==> src/rtl/ffpra_pkg.sv <==
// Shared types and codes for the first-fit page-run allocator.
// Depends on nothing; the cell, the controller and the top level import it.
`default_nettype none

package ffpra_pkg;

	// Width of page indexes and range bounds; covers maps of up to 1024 pages
	// and the sum of an 8-bit offset and an 8-bit count.
	localparam int unsigned RANGE_W = 11;

	localparam int unsigned DEFAULT_PAGES = 128;

	// Request types.
	localparam logic REQ_ALLOC = 1'b0;
	localparam logic REQ_FREE  = 1'b1;

	// Response status codes.
	localparam logic [1:0] STAT_DONE   = 2'd0;
	localparam logic [1:0] STAT_NOROOM = 2'd1;
	localparam logic [1:0] STAT_BAD    = 2'd2;

	// Command broadcast from the controller to every cell of the chain.
	typedef struct packed {
		logic               set;
		logic               clr;
		logic [RANGE_W-1:0] lo;
		logic [RANGE_W-1:0] hi;
		logic [7:0]         count;
	} cell_cmd_t;

endpackage

`default_nettype wire

==> src/rtl/first_fit_page_run_allocator.sv <==
// Top level of the first-fit page-run allocator: the chain of page cells and
// the request sequencer. Depends on ffpra_pkg, ffpra_cell and ffpra_ctrl.
`default_nettype none

// The allocator keeps one used bit per page in a row of PAGES cells, all pages
// free after reset. An allocate request launches a search token into the first
// cell; the token moves one cell along the row each clock, carrying how many
// more free pages the current run still needs, and restarts that figure at the
// full count whenever it meets a used page. The first cell at which the run
// completes reports it, and the block marks that run used in a single
// broadcast cycle and answers with the run's first index plus one. If the
// token walks off the end of the row, the answer is "no room" and nothing
// changes. A free request clears its range in one broadcast cycle. A count of
// zero, an allocate larger than the map, a free with an offset of zero and a
// free that reaches beyond the map are answered as bad requests without
// touching the map. One request is handled at a time: an allocate waits while
// the token walks the row, then passes through the broadcast when a run is
// found and has its result loaded into the output register; a free passes
// through its broadcast before its result is loaded, and a bad request has its
// result loaded directly. A finished result sits in an output register, so the
// next item can be accepted while it waits to be taken.
module first_fit_page_run_allocator #(
	parameter int unsigned PAGES = ffpra_pkg::DEFAULT_PAGES
) (
	input  wire logic       clk,
	input  wire logic       arst_n,
	input  wire logic       req_valid,
	output logic            req_ready,
	input  wire logic       req_type,
	input  wire logic [7:0] page_count,
	input  wire logic [7:0] page_offset,
	output logic            rsp_valid,
	input  wire logic       rsp_ready,
	output logic [1:0]      status,
	output logic [7:0]      start_page
);
	import ffpra_pkg::*;

	cell_cmd_t        cmd;
	logic             inject;
	logic [PAGES:0]   tok_link;
	logic [7:0]       need_link [PAGES+1];
	logic [PAGES-1:0] found_vec;
	logic [PAGES-1:0] busy_vec;
	logic             found_any;
	logic             tok_exit;

	assign tok_link[0]  = inject;
	assign need_link[0] = page_count;
	assign found_any    = |found_vec;
	assign tok_exit     = tok_link[PAGES];

	ffpra_ctrl #(
		.PAGES(PAGES)
	) u_ctrl (
		.clk        (clk),
		.arst_n     (arst_n),
		.req_valid  (req_valid),
		.req_ready  (req_ready),
		.req_type   (req_type),
		.page_count (page_count),
		.page_offset(page_offset),
		.rsp_valid  (rsp_valid),
		.rsp_ready  (rsp_ready),
		.status     (status),
		.start_page (start_page),
		.cmd        (cmd),
		.inject     (inject),
		.found_any  (found_any),
		.tok_exit   (tok_exit)
	);

	// The row of page cells; each hands the search token to its right-hand
	// neighbour.
	for (genvar i = 0; i < PAGES; i++) begin : g_cell
		ffpra_cell #(
			.IDX(i)
		) u_cell (
			.clk     (clk),
			.arst_n  (arst_n),
			.cmd     (cmd),
			.tok_in  (tok_link[i]),
			.need_in (need_link[i]),
			.tok_out (tok_link[i+1]),
			.need_out(need_link[i+1]),
			.found   (found_vec[i]),
			.busy    (busy_vec[i])
		);
	end

	// There is never more than one search token in the row.
	a_one_token: assert property (@(posedge clk) disable iff (!arst_n)
		$onehot0(busy_vec))
		else $error("more than one search token in the cell row");

	// A run is never both found and lost off the end in the same cycle.
	a_found_or_exit: assert property (@(posedge clk) disable iff (!arst_n)
		!(found_any && tok_exit))
		else $error("run found and token left the row together");

	// A token leaving the row always still needs at least one page.
	a_exit_need: assert property (@(posedge clk) disable iff (!arst_n)
		tok_exit |-> (need_link[PAGES] != 8'd0))
		else $error("token left the row with nothing left to find");

	// A new request is only taken once the row holds no token.
	a_idle_row: assert property (@(posedge clk) disable iff (!arst_n)
		(req_valid && req_ready) |-> (busy_vec == '0))
		else $error("request accepted while a search is in flight");

endmodule

`default_nettype wire

==> src/rtl/ffpra_cell.sv <==
// One page of the allocator chain: its used bit and the search token stage.
// Depends on ffpra_pkg.
`default_nettype none

module ffpra_cell #(
	parameter int unsigned IDX = 0
) (
	input  wire logic                  clk,
	input  wire logic                  arst_n,
	input  wire ffpra_pkg::cell_cmd_t  cmd,
	input  wire logic                  tok_in,
	input  wire logic [7:0]            need_in,
	output logic                       tok_out,
	output logic [7:0]                 need_out,
	output logic                       found,
	output logic                       busy
);
	import ffpra_pkg::*;

	localparam logic [RANGE_W-1:0] MY_IDX = RANGE_W'(IDX);

	logic       used_q;
	logic       tok_q;
	logic [7:0] need_q;
	logic       in_range;

	assign in_range = (MY_IDX >= cmd.lo) && (MY_IDX <= cmd.hi);

	always_ff @(posedge clk or negedge arst_n) begin
		if (!arst_n) begin
			used_q <= 1'b0;
			tok_q  <= 1'b0;
		end else begin
			tok_q <= tok_in;
			if (cmd.set && in_range) begin
				used_q <= 1'b1;
			end else if (cmd.clr && in_range) begin
				used_q <= 1'b0;
			end
		end
	end

	always_ff @(posedge clk) begin
		need_q <= need_in;
	end

	// A used page restarts the run; a free page either completes it or
	// passes on one page fewer still needed.
	assign found    = tok_q && !used_q && (need_q == 8'd1);
	assign tok_out  = tok_q && (used_q || (need_q != 8'd1));
	assign need_out = used_q ? cmd.count : (need_q - 8'd1);
	assign busy     = tok_q;

endmodule

`default_nettype wire

==> src/rtl/ffpra_ctrl.sv <==
// Request sequencer of the allocator: checks requests, launches the search,
// broadcasts range updates to the chain and holds the response register.
// Depends on ffpra_pkg.
`default_nettype none

module ffpra_ctrl #(
	parameter int unsigned PAGES = ffpra_pkg::DEFAULT_PAGES
) (
	input  wire logic                  clk,
	input  wire logic                  arst_n,
	input  wire logic                  req_valid,
	output logic                       req_ready,
	input  wire logic                  req_type,
	input  wire logic [7:0]            page_count,
	input  wire logic [7:0]            page_offset,
	output logic                       rsp_valid,
	input  wire logic                  rsp_ready,
	output logic [1:0]                 status,
	output logic [7:0]                 start_page,
	output ffpra_pkg::cell_cmd_t       cmd,
	output logic                       inject,
	input  wire logic                  found_any,
	input  wire logic                  tok_exit
);
	import ffpra_pkg::*;

	localparam int unsigned IW = $clog2(PAGES);
	localparam logic [RANGE_W-1:0] PAGES_W = RANGE_W'(PAGES);

	localparam logic [1:0] ST_IDLE  = 2'd0;
	localparam logic [1:0] ST_SCAN  = 2'd1;
	localparam logic [1:0] ST_APPLY = 2'd2;
	localparam logic [1:0] ST_REPLY = 2'd3;

	logic [1:0]         state_q;
	logic               rsp_valid_q;
	logic [1:0]         status_q;
	logic [7:0]         start_page_q;
	logic               op_set_q;
	logic [RANGE_W-1:0] lo_q;
	logic [RANGE_W-1:0] hi_q;
	logic [7:0]         count_q;
	logic [IW-1:0]      pos_q;
	logic [1:0]         res_status_q;
	logic [7:0]         res_start_q;

	logic               accept;
	logic               load_rsp;
	logic [RANGE_W-1:0] cnt_w;
	logic [RANGE_W-1:0] off_w;
	logic [RANGE_W-1:0] free_first;
	logic [RANGE_W-1:0] free_last;
	logic               alloc_bad;
	logic               free_bad;
	logic               req_bad;
	logic [RANGE_W-1:0] pos_w;
	logic [RANGE_W-1:0] fit_first;
	logic [RANGE_W-1:0] fit_offset;

	assign req_ready = (state_q == ST_IDLE);
	assign accept    = req_valid && req_ready;
	assign load_rsp  = (state_q == ST_REPLY) && (!rsp_valid_q || rsp_ready);

	assign cnt_w      = RANGE_W'(page_count);
	assign off_w      = RANGE_W'(page_offset);
	assign free_first = off_w - RANGE_W'(1);
	assign free_last  = off_w + cnt_w - RANGE_W'(2);
	assign alloc_bad  = (page_count == 8'd0) || (cnt_w > PAGES_W);
	assign free_bad   = (page_count == 8'd0) || (page_offset == 8'd0) ||
	                    ((free_first + cnt_w) > PAGES_W);
	assign req_bad    = (req_type == REQ_ALLOC) ? alloc_bad : free_bad;

	assign pos_w      = RANGE_W'(pos_q);
	assign fit_first  = pos_w + RANGE_W'(1) - RANGE_W'(count_q);
	assign fit_offset = fit_first + RANGE_W'(1);

	assign inject = accept && (req_type == REQ_ALLOC) && !alloc_bad;

	assign cmd.set   = (state_q == ST_APPLY) && op_set_q;
	assign cmd.clr   = (state_q == ST_APPLY) && !op_set_q;
	assign cmd.lo    = lo_q;
	assign cmd.hi    = hi_q;
	assign cmd.count = count_q;

	assign rsp_valid  = rsp_valid_q;
	assign status     = status_q;
	assign start_page = start_page_q;

	always_ff @(posedge clk or negedge arst_n) begin
		if (!arst_n) begin
			state_q     <= ST_IDLE;
			rsp_valid_q <= 1'b0;
		end else begin
			if (load_rsp) begin
				rsp_valid_q <= 1'b1;
			end else if (rsp_ready) begin
				rsp_valid_q <= 1'b0;
			end
			unique case (state_q)
				ST_IDLE: begin
					if (accept) begin
						if (req_bad) begin
							state_q <= ST_REPLY;
						end else if (req_type == REQ_ALLOC) begin
							state_q <= ST_SCAN;
						end else begin
							state_q <= ST_APPLY;
						end
					end
				end
				ST_SCAN: begin
					if (found_any) begin
						state_q <= ST_APPLY;
					end else if (tok_exit) begin
						state_q <= ST_REPLY;
					end
				end
				ST_APPLY: begin
					state_q <= ST_REPLY;
				end
				ST_REPLY: begin
					if (load_rsp) begin
						state_q <= ST_IDLE;
					end
				end
				default: begin
					state_q <= ST_IDLE;
				end
			endcase
		end
	end

	always_ff @(posedge clk) begin
		if (accept) begin
			count_q      <= page_count;
			op_set_q     <= (req_type == REQ_ALLOC);
			lo_q         <= free_first;
			hi_q         <= free_last;
			pos_q        <= '0;
			res_status_q <= req_bad ? STAT_BAD : STAT_DONE;
			res_start_q  <= 8'd0;
		end else if (state_q == ST_SCAN) begin
			pos_q <= pos_q + IW'(1);
			if (found_any) begin
				lo_q         <= fit_first;
				hi_q         <= pos_w;
				res_status_q <= STAT_DONE;
				res_start_q  <= fit_offset[7:0];
			end else if (tok_exit) begin
				res_status_q <= STAT_NOROOM;
				res_start_q  <= 8'd0;
			end
		end
		if (load_rsp) begin
			status_q     <= res_status_q;
			start_page_q <= res_start_q;
		end
	end

endmodule

`default_nettype wire
==> config.mk <==
export PLATFORM = sky130hd
export DESIGN_NAME = first_fit_page_run_allocator
export DESIGN_NICKNAME = d
export VERILOG_FILES = /design/src/rtl/ffpra_pkg.sv /design/src/rtl/first_fit_page_run_allocator.sv /design/src/rtl/ffpra_cell.sv /design/src/rtl/ffpra_ctrl.sv
export SDC_FILE = /design/constraint.sdc
export NUM_CORES = 2
export LEC_CHECK = 0
export ABC_AREA = 1
export ABC_CLOCK_PERIOD_IN_PS = 5120
export BUFFER_PORTS_ARGS = -buffer_cell sky130_fd_sc_hd__buf_2
export CORE_MARGIN = 4
export CORE_UTILIZATION = 45
export DETAILED_ROUTE_END_ITERATION = 6
export SKIP_LAST_GASP = 1
export SLEW_MARGIN = 20
export SYNTH_ARGS = -nofsm -noshare
export SYNTH_HDL_FRONTEND = slang
export SYNTH_SLANG_ARGS = --single-unit
==> constraint.sdc <==
create_clock -name clk -period 5.12 [get_ports clk]
set_input_delay 1.024 -clock clk [delete_from_list [all_inputs] [get_ports clk]]
set_output_delay 1.024 -clock clk [all_outputs]
set_load 0.1 [all_outputs]
# Yosys cells after proc, flatten, opt, wreduce, memory -nomap -nowiden
# Index checks and enable logic that the tools add are counted.
[op_classes] eq_ne=262 n_lt_le_gt_ge=258 muxes=406 bitwise=1 n_reduce_logical=1178 addsub=135
[op_table] operator="8-bit 2-to-1 mux" n=129
[op_table] operator="8-bit by 1-bit == test with 1-bit output, second input constant" n=128
[op_table] operator="8-bit by 1-bit inequality test with 1-bit output, second input constant" n=128
[op_table] operator="8-bit by 1-bit subtractor with 8-bit output, second input constant" n=127
[op_table] operator="1-bit logical AND" n=774
[op_table] operator="7-bit by 11-bit greater-or-equal comparator with 1-bit output, first input constant" n=64
[op_table] operator="7-bit by 11-bit <= comparator with 1-bit output, first input constant" n=64
[op_table] operator="6-bit by 11-bit greater-or-equal comparator with 1-bit output, first input constant" n=32
[op_table] operator="6-bit by 11-bit <= comparator with 1-bit output, first input constant" n=32
[op_table] operator="2-bit nonzero test" n=132
[op_table] operator="1-bit 2-to-1 mux" n=259
[op_table] operator="5-bit by 11-bit greater-or-equal comparator with 1-bit output, first input constant" n=16
[op_table] operator="5-bit by 11-bit <= comparator with 1-bit output, first input constant" n=16
[op_table] operator="1-bit logical OR" n=132
[op_table] operator="1-bit logical NOT" n=131
[op_table] operator="128-bit OR reduction" n=1
[op_table] operator="4-bit by 11-bit greater-or-equal comparator with 1-bit output, first input constant" n=8
[op_table] operator="4-bit by 11-bit <= comparator with 1-bit output, first input constant" n=8
[op_table] operator="11-bit 2-to-1 mux" n=6
[op_table] operator="3-bit by 11-bit greater-or-equal comparator with 1-bit output, first input constant" n=4
[op_table] operator="3-bit by 11-bit <= comparator with 1-bit output, first input constant" n=4
[op_table] operator="1-bit by 11-bit greater-or-equal comparator with 1-bit output, first input constant" n=2
[op_table] operator="2-bit by 11-bit greater-or-equal comparator with 1-bit output, first input constant" n=2
[op_table] operator="1-bit by 11-bit <= comparator with 1-bit output, first input constant" n=2
[op_table] operator="other kinds (24)" n=39
[totals] output_inout_bits=12 wordCells=2635 regBits=1341

# Depth between registers and ports, before layout
[depth] ltp_word=8 mapped_depth=18 depth_no_buf=18

# Worst setup path before layout
# Ideal clock, no wire load.
[synth_timing] path_type="input-to-reg" startpoint="input page_offset[0]" endpoint="register u_ctrl.res_status_q[1], data pin" arrival_ps=2717 stages=12 setup_slack_ps=2148 cell_sequence="inv_1 ha_1 nand2_1 xor2_1 ha_1 nand2_1 nand3b_1 a21oi_1 o21ai_0 o21ai_0 nand3_1 and3_1"
[synth_via] elab_chain_len=7 elab_cells_between_ends=9
[synth_lines] element="start, declared" line="first_fit_page_run_allocator.sv:31" text="input wire logic [7:0] page_offset,"
[synth_lines] element="8-bit by 1-bit subtractor with 9-bit output" line="ffpra_ctrl.sv:66" text="assign free_first = off_w - RANGE_W'(1);"
[synth_lines] element="11-bit by 8-bit adder with 11-bit output" line="ffpra_ctrl.sv:70" text="((free_first + cnt_w) > PAGES_W);"
[synth_lines] element="11-bit by 8-bit greater-than comparator with 1-bit output" line="ffpra_ctrl.sv:70"
[synth_lines] element="1-bit logical OR *" line="ffpra_ctrl.sv:69" text="assign free_bad = (page_count == 8'd0) || (page_offset == 8'd0) ||"
[synth_lines] element="1-bit 2-to-1 mux *" line="ffpra_ctrl.sv:71" text="assign req_bad = (req_type == REQ_ALLOC) ? alloc_bad : free_bad;"
[synth_lines] element="2-bit 2-to-1 mux *" line="ffpra_ctrl.sv:140" text="res_status_q <= req_bad ? STAT_BAD : STAT_DONE;"
[synth_lines] element="2-bit 2-to-1 mux *" line="ffpra_ctrl.sv:134" text="if (accept) begin"
[synth_lines] element="end signal, assigned" line="ffpra_ctrl.sv:140"
[synth_lines] element="end, declared" line="ffpra_ctrl.sv:44" text="logic [1:0] res_status_q;"
# Mark *: on every way between the ends. The rest lies on a longest branch, timed or not.
# A chain may end at the register's enable or synchronous reset.

# Worst setup path after layout
[layout_timing] startpoint="register g_cell[26].u_cell.used_q" endpoint="register u_ctrl.hi_q[10], enable pin"
[layout_via] elab_chain_len=6
[layout_lines] element="start, declared" line="ffpra_cell.sv:22" text="logic used_q;"
[layout_lines] element="start signal, assigned" line="ffpra_cell.sv:31" text="used_q <= 1'b0;"
[layout_lines] element="start signal, assigned" line="ffpra_cell.sv:36" text="used_q <= 1'b1;"
[layout_lines] element="start signal, assigned" line="ffpra_cell.sv:38" text="used_q <= 1'b0;"
[layout_lines] element="1-bit logical NOT" line="ffpra_cell.sv:49" text="assign found = tok_q && !used_q && (need_q == 8'd1);"
[layout_lines] element="1-bit logical AND (2 in series)" line="ffpra_cell.sv:49"
[layout_lines] element="128-bit OR reduction" line="first_fit_page_run_allocator.sv:50" text="assign found_any = |found_vec;"
[layout_lines] element="2-bit nonzero test (no line)"
[layout_lines] element="2-bit AND reduction (no line)"
[layout_lines] element="end signal, assigned" line="ffpra_ctrl.sv:138" text="hi_q <= free_last;"
[layout_lines] element="end signal, assigned" line="ffpra_ctrl.sv:146" text="hi_q <= pos_w;"
[layout_lines] element="end, declared" line="ffpra_ctrl.sv:41" text="logic [RANGE_W-1:0] hi_q;"
# Every way passes these cells.

==> impl_metrics.tcl <==
set metrics [dict create \
    outcome "complete, no violations" \
    ys_seq_area_share_pct 41.8 \
    cp_slowest_cell "dfrtp_1" \
    seqPwrFrac_pct 41.0 \
    power.total_mw 49.6 \
    end_kind "flip-flop" \
    power_frac_comb_pct 37.1 \
    drt_wl_total_um 191000 \
    path_buf_inv 1 \
    ys_ff_latch 1339 \
    dieArea_mm2 0.158 \
    crit_chain "inv_2 > nand2_1 > nor2_1 > nand3_1 > nand2_1 > nor2_1 > nand2_1 > nor2_1 > nand2_1 > nor2_2 > nand2_4 > nand2_2 > nand2_1" \
    ff_latch_area_mm2 0.0285 \
    synth_nets 9780 \
    h-tree-depth 4 \
    avgSynthCellArea_um2 7.21 \
    vias 58400 \
    cts.root.buffer_cell "clkbuf_16" \
    cts_setup_buffers 0 \
    period_needed_ns 3.38 \
    busiest_layer "met2" \
    dp_hpwl_um 129000 \
    slew_headroom_pct 21.3 \
    start_kind "flip-flop" \
    grt_pass1_wl_um 301000 \
    postCtsHoldBufs 0 \
    antenna_found_initial 3 \
    drtIter0Drc 3868 \
    synth_common_cells "inv_1 (1706), nand2_1 (1495), nor2_1 (1444), dfxtp_1 (1039), o21ai_0 (815)" \
    hold_path_class "in2async" \
    yosysWarnings 0 \
    fillers 14600 \
    dpl_cell_area_mm2 0.0701 \
    syn_inst 9462 \
    grt_max_degree 128 \
    overflow 0 \
    via_per_inst 5.06 \
    stdcell_area_mm2 0.0751 \
    cts.sinks 1339 \
    use_met1_pct 32.2 \
    tns_ns 0 \
    multiInputGateArea_mm2 0.0319 \
    port_buffers 32 \
    path_max_fanout 20 \
    grt_use_total_pct 23.8 \
    use_met3_pct 3.58 \
    yosysTopAreaCell "dfxtp_1" \
    dp.cells 11300 \
    cts_tree "yes" \
    yosysMostFrequentCell "inv_1" \
    final_nets 9707 \
    max_cap_viol_count 0 \
    clockBufferDepth 3 \
    required_ns 5.44 \
    clk_pin_slew_ns 0.06 \
    chipHeight_um 397 \
    drc_errors 0 \
    peakVddDrop_mv 0.381 \
    p_per_area_mw_per_mm2 660 \
    slowest_delay_ns 0.61 \
    cpMostUsedCell "nand2_1" \
    ys.flop_type "dfxtp_1" \
    slew_violations 0 \
    cts_resized 0 \
    area_growth_pct 10.1 \
    drt-wirelength-per-cell_um 16.6 \
    initial_core_util_pct 45.4 \
    grt_pass1_vias 55500 \
    worstPathArrival_ns 3.70 \
    cellLeakagePower_nw 34.6 \
    rsz0062_at_grt "no" \
    cts_buffers 152 \
    coreArea_mm2 0.150 \
    setup_viol 0 \
    postRouteAntennaNets 0 \
    skew_ns 0.0262 \
    fmax_mhz 296 \
    ys_async_sr_fraction_pct 19.3 \
    stdcell_count 11500 \
    worst_slew_pin_slew_ns 1.17 \
    synth_area_leaders "dfxtp_1 (30%), dfrtp_1 (9.5%), inv_1 (9.4%), nand2_1 (8.2%), nor2_1 (7.9%)" \
    power.net_switching_mw 20.9 \
    timing.final.crit_share_pct 66.0 \
    critPathKind "reg2reg" \
    gp_congestion 0.927 \
    row_count 142 \
    crit_family "simple AND/OR/NAND/NOR gates" \
    synth_cell_types 63 \
    finalHoldViolCount 0 \
    synth_top_area_share_pct 30.5 \
    clock_latency_ns 0.78 \
    pwr-share-clk_pct 21.9 \
    pin_count 33 \
    die_w_um 397 \
    firstDrtPassIters 7 \
    internal_power_mw 28.7 \
    power.share.switching_pct 42.2 \
    synth_edf_count 41 \
    grt_util_met2_pct 39.2 \
    drive_gt1_share_pct 4.59 \
    synthesis.area_mm2 0.0682 \
]
## metrics by stage
stage	hold WS (ns)	utilization, %	worst slack (ns)
2_1_floorplan	0.400	-	2.15
3_3_place_gp	0.417	46.7	1.59
3_5_place_dp	0.422	46.7	1.67
4_1_cts	0.152	50.0	1.77
5_1_grt	0.177	50.0	1.56
6_report	0.164	50.0	1.74
## final cells by class
cell class,count,area share [%]
inverters,1773,8.90
flip-flops and latches,1339,38.0
well taps,2016,3.36
clock buffers,231,5.85
clock inverters,48,0.753
repair buffers,69,0.713
diodes,2,0.00666
multi-input cells,6054,42.5
## power by group through the flow
| stage | clock, mW | sequential [mW] | combinational (mW) |
|---|---|---|---|
| final | 10.9 | 20.3 | 18.4 |
| after global routing | 11.6 | 21.1 | 21.2 |
| after CTS | 11.1 | 20.3 | 18.4 |
| after detailed placement | 0 | 20.4 | 18.2 |
| after global placement | 0 | 20.4 | 17.9 |
| after floorplan | 0 | 18.4 | 14.8 |
## final timing paths
| kind | from | end | slack [ns] | cells after the start |
|---|---|---|---|---|
| min | arst_n | g_cell[110].u_cell.used_q | 0.16 | 1 |
| min in group clk | u_ctrl.res_start_q[3] | u_ctrl.start_page[3] | 0.44 | 0 |
| max | g_cell[26].u_cell.used_q | u_ctrl.hi_q[10] | 1.74 | 13 |
| max in group asynchronous | arst_n | g_cell[67].u_cell.busy | 4.01 | 2 |
| min reg2reg | u_ctrl.res_start_q[3] | u_ctrl.start_page[3] | 0.44 | 0 |
| max reg2reg | g_cell[26].u_cell.used_q | u_ctrl.hi_q[10] | 1.74 | 13 |
## flip-flops by register name (all words and copies together), names as in the netlist, 8 cells and up
register              flops
u_ctrl.res_start_q        8
g_cell.u_cell.busy      128
u_ctrl.count_q            8
u_ctrl.lo_q               9
u_ctrl.hi_q              11
g_cell.u_cell.need_q   1024
u_ctrl.start_page         8
g_cell.u_cell.used_q    128
## cell families (layout without fill, tap and decap cells)
logic type / Yosys count / in the layout / synth area share (%)
and+or+nand+nor: 3586 / 3586 / 21.5
buffers and inverters: 2069 / 2121 / 11.5
AOI/OAI and AO/OA: 1902 / 1902 / 16.3
DFF: 1339 / 1339 / 41.8
adders and majority gates: 297 / 297 / 5.48
xor gates and xnor gates: 269 / 269 / 3.46
other: 0 / 2 / 0
## placed cells by master (no fill, tap or decap), drive strengths merged, types with 58 or more instances in the layout
cell type / synthesis / layout
dfxtp: 1039 / 1039
nand2: 1503 / 1503
a21oi: 317 / 317
a31oi: 249 / 249
xor2: 152 / 152
nand3: 362 / 362
xnor2: 117 / 117
clkbuf: 262 / 231
o211ai: 66 / 66
o22ai: 69 / 69
buf: 34 / 69
o21ai: 869 / 869
clkinv: 26 / 58
nor3: 100 / 100
nand4: 93 / 93
ha: 294 / 294
dfrtp: 259 / 259
nor2: 1481 / 1481
a22oi: 142 / 142
inv: 1747 / 1751
## metal layers
layer	wire, um	up-vias
li1	-	30100
met1	89100	26700
met2	86700	1299
met3	9880	298
met4	5230	2
met5	13	-
No activity file was read; power rests on OpenSTA's default activity.
